$ cat config.mk
export PLATFORM = sky130hd
export DESIGN_NAME = voxel_ray_traversal_step_unit
export DESIGN_NICKNAME = d
export VERILOG_FILES = /design/src/rtl/vrts_pkg.sv /design/src/rtl/vrts_axis_sel.sv /design/src/rtl/vrts_core.sv /design/src/rtl/vrts_out_reg.sv /design/src/rtl/voxel_ray_traversal_step_unit.sv
export SDC_FILE = /design/constraint.sdc
export NUM_CORES = 1
export LEC_CHECK = 0
export BUFFER_PORTS_ARGS = -buffer_cell sky130_fd_sc_hd__buf_2
export CAP_MARGIN = 20
export CORE_MARGIN = 2
export CORE_UTILIZATION = 55
export CTS_CLUSTER_DIAMETER = 150
export CTS_CLUSTER_SIZE = 20
export DETAILED_ROUTE_END_ITERATION = 6
export PLACE_DENSITY = 0.8
export SETUP_SLACK_MARGIN = 0.02
export SYNTH_ARGS = -nofsm -noshare
export SYNTH_HDL_FRONTEND = slang
export SYNTH_SLANG_ARGS = --single-unit
$ cat constraint.sdc
create_clock -name clk -period 6.69 [get_ports clk]
set_input_delay 1.338 -clock clk [delete_from_list [all_inputs] [get_ports clk]]
set_output_delay 1.338 -clock clk [all_outputs]
set_load 0.05 [all_outputs]
$ cat src/rtl/vrts_pkg.sv
// shared types and constants of the voxel ray traversal step unit
package vrts_pkg;

    localparam int GRID_BITS = 11;
    localparam logic [GRID_BITS-1:0] GRID_RESET = 11'd1024;
    localparam int CFG_IDX_BITS = 2;

    typedef enum logic [1:0] {
        ACT_SET_END = 2'd0,
        ACT_START   = 2'd1,
        ACT_STEP    = 2'd2
    } action_t;

    typedef enum logic [CFG_IDX_BITS-1:0] {
        CFG_GRID_X     = 2'd0,
        CFG_GRID_Y     = 2'd1,
        CFG_GRID_Z     = 2'd2,
        CFG_KEEP_FIRST = 2'd3
    } cfg_idx_t;

    typedef enum logic [1:0] {
        AXIS_X = 2'd0,
        AXIS_Y = 2'd1,
        AXIS_Z = 2'd2
    } axis_t;

    // index is {x<y, x<z, y<z}
    localparam axis_t AXIS_PICK [8] = '{
        AXIS_Z, AXIS_Y, AXIS_Z, AXIS_Y, AXIS_Z, AXIS_Z, AXIS_X, AXIS_X
    };

    typedef struct packed {
        logic cell_valid;
        logic ray_done;
    } res_flags_t;

endpackage

$ cat src/rtl/vrts_axis_sel.sv
// picks the axis with the nearest boundary crossing
module vrts_axis_sel #(
    parameter int TB = 32
) (
    input  logic [2:0][TB-1:0] tnext,
    output vrts_pkg::axis_t    axis
);
    import vrts_pkg::*;

    logic [2:0] sel;

    always_comb
    begin
        sel[2] = tnext[0] < tnext[1];
        sel[1] = tnext[0] < tnext[2];
        sel[0] = tnext[1] < tnext[2];
        axis   = AXIS_PICK[sel];
    end

endmodule

$ cat src/rtl/vrts_core.sv
// traversal state and the single-pass step datapath
module vrts_core #(
    parameter int CB = 10,
    parameter int TB = 32
) (
    input  logic                                 clk,
    input  logic                                 rst_n,
    input  logic                                 fire,
    input  logic [1:0]                           act,
    input  logic [2:0][CB-1:0]                   cell_in,
    input  logic [2:0]                           signs_in,
    input  logic [2:0][TB-1:0]                   tmax,
    input  logic [2:0][TB-1:0]                   tdelta,
    input  logic                                 use_end,
    input  logic [2:0][vrts_pkg::GRID_BITS-1:0]  grid,
    input  logic                                 keep_first,
    output logic [2:0][CB-1:0]                   res_cell,
    output vrts_pkg::res_flags_t                 res_flags
);
    import vrts_pkg::*;

    localparam int PW = CB + 1;
    localparam int UW = (GRID_BITS > PW) ? GRID_BITS : PW;
    localparam logic [UW-1:0] SPAN = UW'(1) << CB;

    logic [2:0][PW-1:0] pos_reg, pos_next;
    logic [2:0][TB-1:0] tnext_reg, tnext_next;
    logic [2:0][TB-1:0] tstep_reg, tstep_next;
    logic [2:0]         signs_reg, signs_next;
    logic [2:0][CB-1:0] end_reg, end_next;
    logic               end_en_reg, end_en_next;
    logic               active_reg, active_next;

    axis_t              axis;
    logic [2:0][UW-1:0] lim;
    logic [2:0][PW-1:0] pos_stp;
    logic [2:0]         off;
    logic [2:0]         end_eq;
    logic [2:0]         entry_off;
    logic [2:0][TB:0]   tsum_w;
    logic [2:0][TB-1:0] tsum;
    logic               end_hit;

    vrts_axis_sel #(.TB(TB)) u_axis_sel (
        .tnext (tnext_reg),
        .axis  (axis)
    );

    // per-axis step, bounds and saturating add
    always_comb
    begin
        for (int i = 0; i < 3; i++)
        begin
            lim[i] = (UW'(grid[i]) < SPAN) ? UW'(grid[i]) : SPAN;
            pos_stp[i] = pos_reg[i];
            off[i] = 1'b0;
            if (axis == axis_t'(2'(i)))
            begin
                if (signs_reg[i])
                begin
                    if (pos_reg[i] == '0)
                        off[i] = 1'b1;
                    else
                        pos_stp[i] = pos_reg[i] - PW'(1);
                end
                else
                begin
                    pos_stp[i] = pos_reg[i] + PW'(1);
                    off[i] = UW'(pos_stp[i]) >= lim[i];
                end
            end
            end_eq[i] = pos_stp[i] == PW'(end_reg[i]);
            entry_off[i] = UW'(cell_in[i]) >= lim[i];
            tsum_w[i] = {1'b0, tnext_reg[i]} + {1'b0, tstep_reg[i]};
            tsum[i] = tsum_w[i][TB] ? '1 : tsum_w[i][TB-1:0];
        end
        end_hit = end_en_reg && (&end_eq);
    end

    always_comb
    begin
        pos_next    = pos_reg;
        tnext_next  = tnext_reg;
        tstep_next  = tstep_reg;
        signs_next  = signs_reg;
        end_next    = end_reg;
        end_en_next = end_en_reg;
        active_next = active_reg;
        res_cell    = '0;
        res_flags   = '0;
        case (action_t'(act))
            ACT_SET_END:
            begin
                end_next = cell_in;
            end
            ACT_START:
            begin
                if (|entry_off)
                begin
                    active_next = 1'b0;
                    res_flags.ray_done = 1'b1;
                end
                else
                begin
                    for (int i = 0; i < 3; i++)
                        pos_next[i] = PW'(cell_in[i]);
                    signs_next  = signs_in;
                    tnext_next  = tmax;
                    tstep_next  = tdelta;
                    end_en_next = use_end;
                    active_next = 1'b1;
                    if (keep_first)
                    begin
                        res_cell = cell_in;
                        res_flags.cell_valid = 1'b1;
                    end
                end
            end
            ACT_STEP:
            begin
                if (!active_reg)
                    res_flags.ray_done = 1'b1;
                else
                begin
                    // position keeps the stepped value even when the ray ends
                    pos_next = pos_stp;
                    if ((|off) || end_hit)
                    begin
                        active_next = 1'b0;
                        res_flags.ray_done = 1'b1;
                    end
                    else
                    begin
                        for (int i = 0; i < 3; i++)
                        begin
                            res_cell[i] = pos_stp[i][CB-1:0];
                            if (axis == axis_t'(2'(i)))
                                tnext_next[i] = tsum[i];
                        end
                        res_flags.cell_valid = 1'b1;
                    end
                end
            end
            default:
            begin
            end
        endcase
    end

    always_ff @(posedge clk or negedge rst_n)
    begin
        if (!rst_n)
        begin
            pos_reg    <= '0;
            tnext_reg  <= '0;
            tstep_reg  <= '0;
            signs_reg  <= '0;
            end_reg    <= '0;
            end_en_reg <= 1'b0;
            active_reg <= 1'b0;
        end
        else if (fire)
        begin
            pos_reg    <= pos_next;
            tnext_reg  <= tnext_next;
            tstep_reg  <= tstep_next;
            signs_reg  <= signs_next;
            end_reg    <= end_next;
            end_en_reg <= end_en_next;
            active_reg <= active_next;
        end
    end

endmodule

$ cat src/rtl/vrts_out_reg.sv
// result register on the master side of the stream
module vrts_out_reg #(
    parameter int CB = 10,
    parameter int OW = 32
) (
    input  logic                 clk,
    input  logic                 rst_n,
    input  logic                 load,
    input  logic [2:0][CB-1:0]   res_cell,
    input  vrts_pkg::res_flags_t res_flags,
    output logic                 ready,
    output logic                 m_tvalid,
    input  logic                 m_tready,
    output logic [OW-1:0]        m_tdata,
    output logic                 m_tuser,
    output logic                 m_tlast
);
    import vrts_pkg::*;

    logic               vld_reg;
    logic [2:0][CB-1:0] cell_reg;
    res_flags_t         flags_reg;

    assign ready    = !vld_reg || m_tready;
    assign m_tvalid = vld_reg;
    assign m_tdata  = OW'(cell_reg);
    assign m_tuser  = flags_reg.cell_valid;
    assign m_tlast  = flags_reg.ray_done;

    always_ff @(posedge clk or negedge rst_n)
    begin
        if (!rst_n)
            vld_reg <= 1'b0;
        else if (ready)
            vld_reg <= load;
    end

    always_ff @(posedge clk)
    begin
        if (load)
        begin
            cell_reg  <= res_cell;
            flags_reg <= res_flags;
        end
    end

endmodule

$ cat src/rtl/voxel_ray_traversal_step_unit.sv
// 3d grid dda stepper: one action per item, one result item per action
// an accepted item passes through the input register and then the result register
// throughput: one item per cycle unless m_tready stalls the result register; the step loop
// closes through one compare stage and one saturating add from the core state registers back to them
// reset: no ray loaded, end cell zero, grid sizes 1024, keep_first set
module voxel_ray_traversal_step_unit #(
    parameter int COORD_BITS = 10,
    parameter int T_BITS     = 32
) (
    input  logic                                 clk,
    input  logic                                 rst_n,
    input  logic                                 cfg_wen,
    input  logic [vrts_pkg::CFG_IDX_BITS-1:0]    cfg_addr,
    input  logic [vrts_pkg::GRID_BITS-1:0]       cfg_wdata,
    input  logic                                 s_tvalid,
    output logic                                 s_tready,
    // cell_x, cell_y, cell_z, step_signs, tmax_x, tmax_y, tmax_z,
    // tdelta_x, tdelta_y, tdelta_z, use_end, zero pad
    input  logic [((3*COORD_BITS+4+6*T_BITS+7)/8)*8-1:0] s_tdata,
    input  logic [1:0]                           s_tuser,   // action
    output logic                                 m_tvalid,
    input  logic                                 m_tready,
    // out_x, out_y, out_z, zero pad
    output logic [((3*COORD_BITS+7)/8)*8-1:0]    m_tdata,
    output logic                                 m_tuser,   // cell_valid
    output logic                                 m_tlast    // ray_done
);
    import vrts_pkg::*;

    localparam int IW      = ((3*COORD_BITS + 4 + 6*T_BITS + 7) / 8) * 8;
    localparam int OW      = ((3*COORD_BITS + 7) / 8) * 8;
    localparam int SGN_LO  = 3*COORD_BITS;
    localparam int TMAX_LO = SGN_LO + 3;
    localparam int TDEL_LO = TMAX_LO + 3*T_BITS;
    localparam int USE_POS = TDEL_LO + 3*T_BITS;

    logic                           in_vld_reg;
    logic [IW-1:0]                  in_data_reg;
    logic [1:0]                     in_user_reg;
    logic [2:0][GRID_BITS-1:0]      grid_reg;
    logic                           keep_first_reg;
    logic                           out_ready;
    logic                           fire;
    logic [2:0][COORD_BITS-1:0]     cell_in;
    logic [2:0][T_BITS-1:0]         tmax;
    logic [2:0][T_BITS-1:0]         tdelta;
    logic [2:0][COORD_BITS-1:0]     res_cell;
    res_flags_t                     res_flags;

    assign fire     = in_vld_reg && out_ready;
    assign s_tready = !in_vld_reg || out_ready;

    always_comb
    begin
        for (int i = 0; i < 3; i++)
        begin
            cell_in[i] = in_data_reg[i*COORD_BITS +: COORD_BITS];
            tmax[i]    = in_data_reg[TMAX_LO + i*T_BITS +: T_BITS];
            tdelta[i]  = in_data_reg[TDEL_LO + i*T_BITS +: T_BITS];
        end
    end

    always_ff @(posedge clk or negedge rst_n)
    begin
        if (!rst_n)
            in_vld_reg <= 1'b0;
        else if (s_tready)
            in_vld_reg <= s_tvalid;
    end

    always_ff @(posedge clk)
    begin
        if (s_tvalid && s_tready)
        begin
            in_data_reg <= s_tdata;
            in_user_reg <= s_tuser;
        end
    end

    always_ff @(posedge clk or negedge rst_n)
    begin
        if (!rst_n)
        begin
            grid_reg       <= {3{GRID_RESET}};
            keep_first_reg <= 1'b1;
        end
        else if (cfg_wen)
        begin
            case (cfg_idx_t'(cfg_addr))
                CFG_GRID_X:     grid_reg[0]    <= cfg_wdata;
                CFG_GRID_Y:     grid_reg[1]    <= cfg_wdata;
                CFG_GRID_Z:     grid_reg[2]    <= cfg_wdata;
                CFG_KEEP_FIRST: keep_first_reg <= cfg_wdata[0];
                default:        keep_first_reg <= keep_first_reg;
            endcase
        end
    end

    vrts_core #(
        .CB (COORD_BITS),
        .TB (T_BITS)
    ) u_core (
        .clk        (clk),
        .rst_n      (rst_n),
        .fire       (fire),
        .act        (in_user_reg),
        .cell_in    (cell_in),
        .signs_in   (in_data_reg[SGN_LO +: 3]),
        .tmax       (tmax),
        .tdelta     (tdelta),
        .use_end    (in_data_reg[USE_POS]),
        .grid       (grid_reg),
        .keep_first (keep_first_reg),
        .res_cell   (res_cell),
        .res_flags  (res_flags)
    );

    vrts_out_reg #(
        .CB (COORD_BITS),
        .OW (OW)
    ) u_out_reg (
        .clk       (clk),
        .rst_n     (rst_n),
        .load      (fire),
        .res_cell  (res_cell),
        .res_flags (res_flags),
        .ready     (out_ready),
        .m_tvalid  (m_tvalid),
        .m_tready  (m_tready),
        .m_tdata   (m_tdata),
        .m_tuser   (m_tuser),
        .m_tlast   (m_tlast)
    );

endmodule

After elaboration in Yosys (flattened, before gate mapping). Memories as Yosys holds them, arrays and structs flattened. Index checks and enable logic that the tools add are counted.

$add $sub $neg: 9. $mul: 0. Div/mod/pow operators: 0. Magnitude comparators: 13. Equal/unequal tests: 16. Shift operators: 0. Muxes and demuxes: 51. Bitwise gates (word level): 2. Reductions and logical operators: 29.

Operators with widths (count): 2-to-1 mux 96 bit (3); 2-to-1 mux 32 bit (6); one-hot mux 96 bit (2 select lines) (1); 2-to-1 mux 11 bit (12); 2-to-1 mux 30 bit (4); adder 32 x 32 -> 33 bit (3); < comparator 32 bit (3); 2-to-1 mux 33 bit (2); one-hot mux 33 bit (2 select lines) (1); one-hot mux 30 bit (2 select lines) (1); adder 11 x 1 -> 11 bit, second input constant (3); == test 11 x 10 -> 1 bit (3); greater-or-equal comparator 10 x 11 -> 1 bit (3); greater-or-equal comparator 11 bit (3); zero test 11 bit (3); < comparator 11 bit, second input constant (3); subtractor 11 x 1 -> 11 bit, second input constant (3); AND reduction 6 bit (3); 2-to-1 mux 1 bit (17); AND reduction 2 bit (6); == test 2 bit, second input constant (4); inequality test 2 x 1 -> 1 bit, second input constant (4); == test 2 x 1 -> 1 bit, second input constant (3); zero test 2 bit (3); other kinds (14) (23).

Flip-flop bits (word level): 556. Latch bits: 0. Bits in writable memories: 0. Memory bits (read-only): 16. Input port bits: 252. Output and inout port bits: 36. Word-level logic and storage cells: 149. Memories: 1.

Memory list: (no name shown) (words 8, width 2, read ports 1, clocked after Yosys merged registers in 0, write ports 0, RTL line vrts_axis_sel.sv:17) `axis = AXIS_PICK[sel];`.

Depth between registers and ports, before layout.
Depth after elaboration: 14. Mapped depth: 20. Gate-level depth less buffers: 16.

Hierarchy. A second synthesis with hierarchy kept.

Cell total of the unflattened synthesis: 2929. Area total of the unflattened synthesis: 32283.5 sq um.

By module, submodules not included: vrts_core (times used 1, cells an instance 2289, area an instance 20703.6 sq um, sequential area each 6506.2 sq um); voxel_ray_traversal_step_unit (times used 1, cells an instance 308, area an instance 8314.2 sq um, sequential area each 7727.4 sq um); vrts_axis_sel (times used 1, cells an instance 294, area an instance 2238.4 sq um, sequential area each 0.0 sq um); vrts_out_reg (times used 1, cells an instance 38, area an instance 1027.2 sq um, sequential area each 985.9 sq um).

Worst setup path after synthesis. No wires, ideal clock.

Kind: input port to flip-flop. From: input port m_tready. To: register in_data_reg[0], enable pin. Setup time: 616 ps. Data arrival time: 7044 ps. Required time: 6074 ps. Path slack: -970 ps. Stages on the path: 2. Buffers on the path: 0. Path through: nand3b_1 -> and2_1.

Cells in the longest elaborated chain, start to end: 3.

RTL lines: start: declaration (RTL line voxel_ray_traversal_step_unit.sv:22) `input logic m_tready,`; logical OR 1 bit (RTL line vrts_out_reg.sv:24) `assign ready = !vld_reg || m_tready;`; logical OR 1 bit (RTL line voxel_ray_traversal_step_unit.sv:51) `assign s_tready = !in_vld_reg || out_ready;`; logical AND 1 bit (RTL line voxel_ray_traversal_step_unit.sv:73) `if (s_tvalid && s_tready)`; end signal: assignment (RTL line voxel_ray_traversal_step_unit.sv:75) `in_data_reg <= s_tdata;`; end: declaration (RTL line voxel_ray_traversal_step_unit.sv:38) `logic [IW-1:0] in_data_reg;`.

Every way passes these cells. A chain may end at the register's enable or synchronous reset.

Worst setup path in the final report.
From: register u_core.tnext_reg[93] (netlist bit). To: register u_core.tnext_reg[87] (netlist bit).

Cells in the longest elaborated chain, start to end: 13. Elaborated cells between the ends (all ways): 31. Classes of those cells: add/sub (1); order compare (2); eq/ne (7); mux (13); bitwise (1); reduce/logical (6); memory (1).

RTL lines: start: declaration (RTL line vrts_core.sv:27) `logic [2:0][TB-1:0] tnext_reg, tnext_next;`; start signal: assignment (RTL line vrts_core.sv:165) `tnext_reg <= tnext_next;`; < comparator 32 bit, on equally long branches (RTL line vrts_axis_sel.sv:16, vrts_axis_sel.sv:15); NOT 3 -> 4 bit (not written as such) (RTL line vrts_axis_sel.sv:17); memory read (8 x 2 bit); 2-to-1 mux 2 bit (not written as such) (2 in series) (RTL line vrts_axis_sel.sv:17); == test 2 x 1 -> 1 bit (tied with other cells) (RTL line vrts_core.sv:57) `if (axis == axis_t'(2'(i)))`; 2-to-1 mux 11 bit (RTL line vrts_core.sv:57); == test 11 x 10 -> 1 bit (RTL line vrts_core.sv:72) `end_eq[i] = pos_stp[i] == PW'(end_reg[i]);`; AND reduction 3 bit (RTL line vrts_core.sv:77) `end_hit = end_en_reg && (&end_eq);`; logical AND 1 bit (RTL line vrts_core.sv:77); logical OR 1 bit (RTL line vrts_core.sv:127) `if ((|off) || end_hit)`; inequality test 2 bit (no source line); AND reduction 6 bit (no source line).

Several ways; a longest one is shown, not always the timed one. The select of a mux whose other input is x is not followed.

==> results.tsv <==
stage	metric	value	unit
pwr	sequential power share	0.299	
run	Max Cap Viol	0	
sta	post-layout min period	5.72	ns
placed_design	Placed Cells incl. Taps	4009	
placed_design	routability cong.	0.960	
pwr	clock share of power	0.108	
worst_hold_path	Hold EP	u_core.tstep_reg[86]	
global_route	global-route wire length before repair	145	mm
worst_setup_path	Reg-to-Reg End	u_core.tnext_reg[87]	
global_route	grt total ovfl	0	
yosys	synthesized area per cell	10.9	sq um
layout	share of cells above drive strength 1	0.187	
pwr	switching share of power	0.472	
route	DR vias/cell	6.34	
route	met2 routed WL	41.5	mm
sta	sum of negative setup slack	0	ns
worst_hold_path	hold depth	1	
yosys	post-synth top area share	0.234	
pwr	switching power	8.90	mW
sta	clk_skew	0.0281	ns
worst_hold_path	Hold Crit Class	reg -> reg	
layout	Nets	3778	
clock_tree	H-tree depth	1	
pwr	Power Total	18.8	mW
global_route	GRT Util Overall	0.295	
clock_tree	worst skew pair latency	0.65	ns
yosys	flops & latches, synth	556	
worst_setup_path	R2R Setup Slk	0.97	ns
yosys	ys flop type	dfrtp_1	
floorplanning	Die Ht	250	microns
floorplanning	core area	60100	sq um
yosys	Ys Warns	0	
route	wire length on met1	40.4	mm
route	vias post-DR	25800	
pwr	logic gate share of total power	0.593	
placed_design	post-DP HPWL	67.8	mm
worst_hold_path	HP Start	in_data_reg[215]	
sta	worst-margin pin slew	1.09	ns
worst_setup_path	worst r2r src	u_core.tnext_reg[93]	
clock_tree	clk buf depth	3	
clock_tree	CTS resizes	0	
route	WL per Instance	22.7	microns
yosys	Seq/Total Area, Yosys	0.457	
floorplanning	io pins	288	
route	max layer used	met4	
yosys	synth unique cells	109	
route	initial DRC count	2754	
status	status	finished, final reports clean	
pwr	internal power	9.95	mW
floorplanning	Die Footprint	62600	sq um
sta	fin crit share	0.856	
layout	commonest non-fill, non-tap cell in the layout	dfrtp_1	
clock_tree	Hold Buf Count CTS	0	
yosys	Synth area leaders	edfxtp_1 23%, dfrtp_1 22%, ha_1 9.8%	
worst_setup_path	Crit Path Max Fanout	29	
route	drt first pass iters	6	
route	Final ANT Viol Nets	0	
worst_setup_path	Startpoint Class	flip-flop	
placed_design	IO buf count	279	
yosys	Mapped Area	33300	sq um
clock_tree	TritonCTS Sinks	556	
yosys	share of async-settable or async-resettable flops after synthesis	0.532	
sta	fmax	0.175	GHz
sta	Slew headroom	0.272	
route	drt total wl	92.3	mm
layout	area delta synth->final	9.12	%
worst_setup_path	WP data arrival	6.27	ns
clock_tree	root buf cell	clkbuf_16	
sta	max-slew violations	0	
global_route	vias in the first global route	25200	
worst_setup_path	Required @ worst endpoint	7.24	ns
worst_setup_path	R2R depth	16	
yosys	Yosys top cell by area	edfxtp_1	
layout	Ant. Diodes	0	
layout	Fill cells	4932	
global_route	largest net degree at the start of global routing	119	
layout	Final Non-Filler Cells	4068	
clock_tree	TritonCTS clock tree	built	
worst_setup_path	Worst Setup Path Type	reg -> reg	
clock_tree	post-CTS setup buffers	0	
yosys	cells after synthesis	3056	
pwr	maximum vdd drop	0.376	mV
floorplanning	die width	250	microns
global_route	initial antenna violation count	1	
route	WL met3	6.46	mm
sta	final hold vios	0	
layout	max FFs per register	226	
pwr	Pwr Density	518	nW/um^2
clock_tree	Worst-path clk slew	0.08	ns
clock_tree	CTS buffer count	31	
floorplanning	site row count	90	
sta	RSZ-0062 raised after global routing	no	
worst_setup_path	Worst setup EP type	flip-flop	
yosys	EDFF count, synth	260	
layout	highest-count cells in the layout ignoring fill and taps	292 x dfrtp_1, 278 x buf_2, 261 x ha_1, 260 x edfxtp_1, 213 x nand2_1	
floorplanning	Initial Util	0.554	
pwr	Leak Pwr	15.2	nW
route	Residual DRC	0	
sta	Final Setup Violations	0	
worst max-delay path, cell delays in order (launching register included):
cell and delay [ns]:
dfrtp_1 0.43, inv_1 0.15, ha_1 0.26, a21o_1 0.16, a21o_1 0.18, a221oi_1 0.27, o21ai_1 0.28, or2_0 0.34
nor2_2 0.79, a311o_1 0.39, nor2_1 0.13, or4_1 0.59, a2111oi_4 0.45, a31o_1 0.65, buf_12 0.28, o211ai_1 0.13
o211ai_2 0.11
Yosys cell counts (all sizes together), types with 39 or more instances:
cell type,instances
a21boi,39
a21o,45
a21oi,140
buf,49
clkbuf,104
dfrtp,292
edfxtp,260
ha,262
inv,157
mux2,165
mux2i,77
nand2,217
nand2b,41
nand3,65
nand4,72
nor2,127
nor3,53
o211ai,76
o21a,52
o21ai,110
o221ai,39
o22ai,76
xnor2,103
final cells by class:
cell class                 count  area, sq um  share of cell area
clock buffer                  56          870              0.0239
tap                          782          978              0.0269
multi-input combinational   2189        16800               0.463
inverter                     159          597              0.0164
sequential                   556        15200               0.419
timing repair buffer         324         1830              0.0502
clock inverter                 2         25.0            0.000688
kinds of logic after synthesis:
| group | Yosys count | share of synthesized area |
|---|---|---|
| flip-flops | 556 | 0.457 |
| AO/OA/AOI/OAI | 787 | 0.170 |
| adder cells (fa/ha/maj) | 265 | 0.100 |
| AND/OR/NAND/NOR | 754 | 0.118 |
| other | 1 | 0.000113 |
| XOR/XNOR | 139 | 0.0368 |
| buffers and inverters | 312 | 0.0393 |
| multiplexers | 242 | 0.0789 |
how the worst max path moves through the flow:
stage                          from                   end  slack, ns  cells after the start
3_5_place_dp   u_core.tnext_reg[93]  u_core.tnext_reg[81]       1.18                     16
3_3_place_gp   u_core.tnext_reg[93]  u_core.tnext_reg[67]       1.22                     16
6_report       u_core.tnext_reg[93]  u_core.tnext_reg[87]       0.97                     16
4_1_cts        u_core.tnext_reg[93]  u_out_reg.m_tdata[0]       1.15                     15
5_1_grt        u_core.tnext_reg[93]  u_core.tnext_reg[77]       0.74                     16
2_1_floorplan              m_tready        in_data_reg[0]       1.54                      2
metrics by stage:
stage | hold WS [ns] | setup WS [ns] | area (sq um) | utilization
3_5_place_dp | 0.463 | 1.18 | 35500 | 0.590
2_1_floorplan | 0.449 | 1.54 | 33300 | -
4_1_cts | 0.483 | 1.15 | 36300 | 0.604
3_3_place_gp | 0.458 | 1.22 | 35500 | 0.590
5_1_grt | 0.490 | 0.744 | 36400 | 0.605
6_report | 0.481 | 0.966 | 36400 | 0.605
power groups by stage:
| stage | logic [mW] | registers (mW) | clock network [mW] |
|---|---|---|---|
| final | 11.2 | 5.64 | 2.03 |
| after global placement | 10.6 | 5.64 | 0 |
| after global routing | 12.3 | 5.75 | 2.19 |
| after CTS | 10.9 | 5.60 | 2.07 |
| after floorplan | 8.51 | 5.13 | 0 |
| after detailed placement | 10.8 | 5.67 | 0 |
routing by layer:
metal	vias to the layer above	global-route usage
met5	-	0
met4	0	0.115
met3	208	0.0307
met2	1106	0.458
met1	12500	0.426
li1	11900	-
Power figures use the tool's default switching activity.
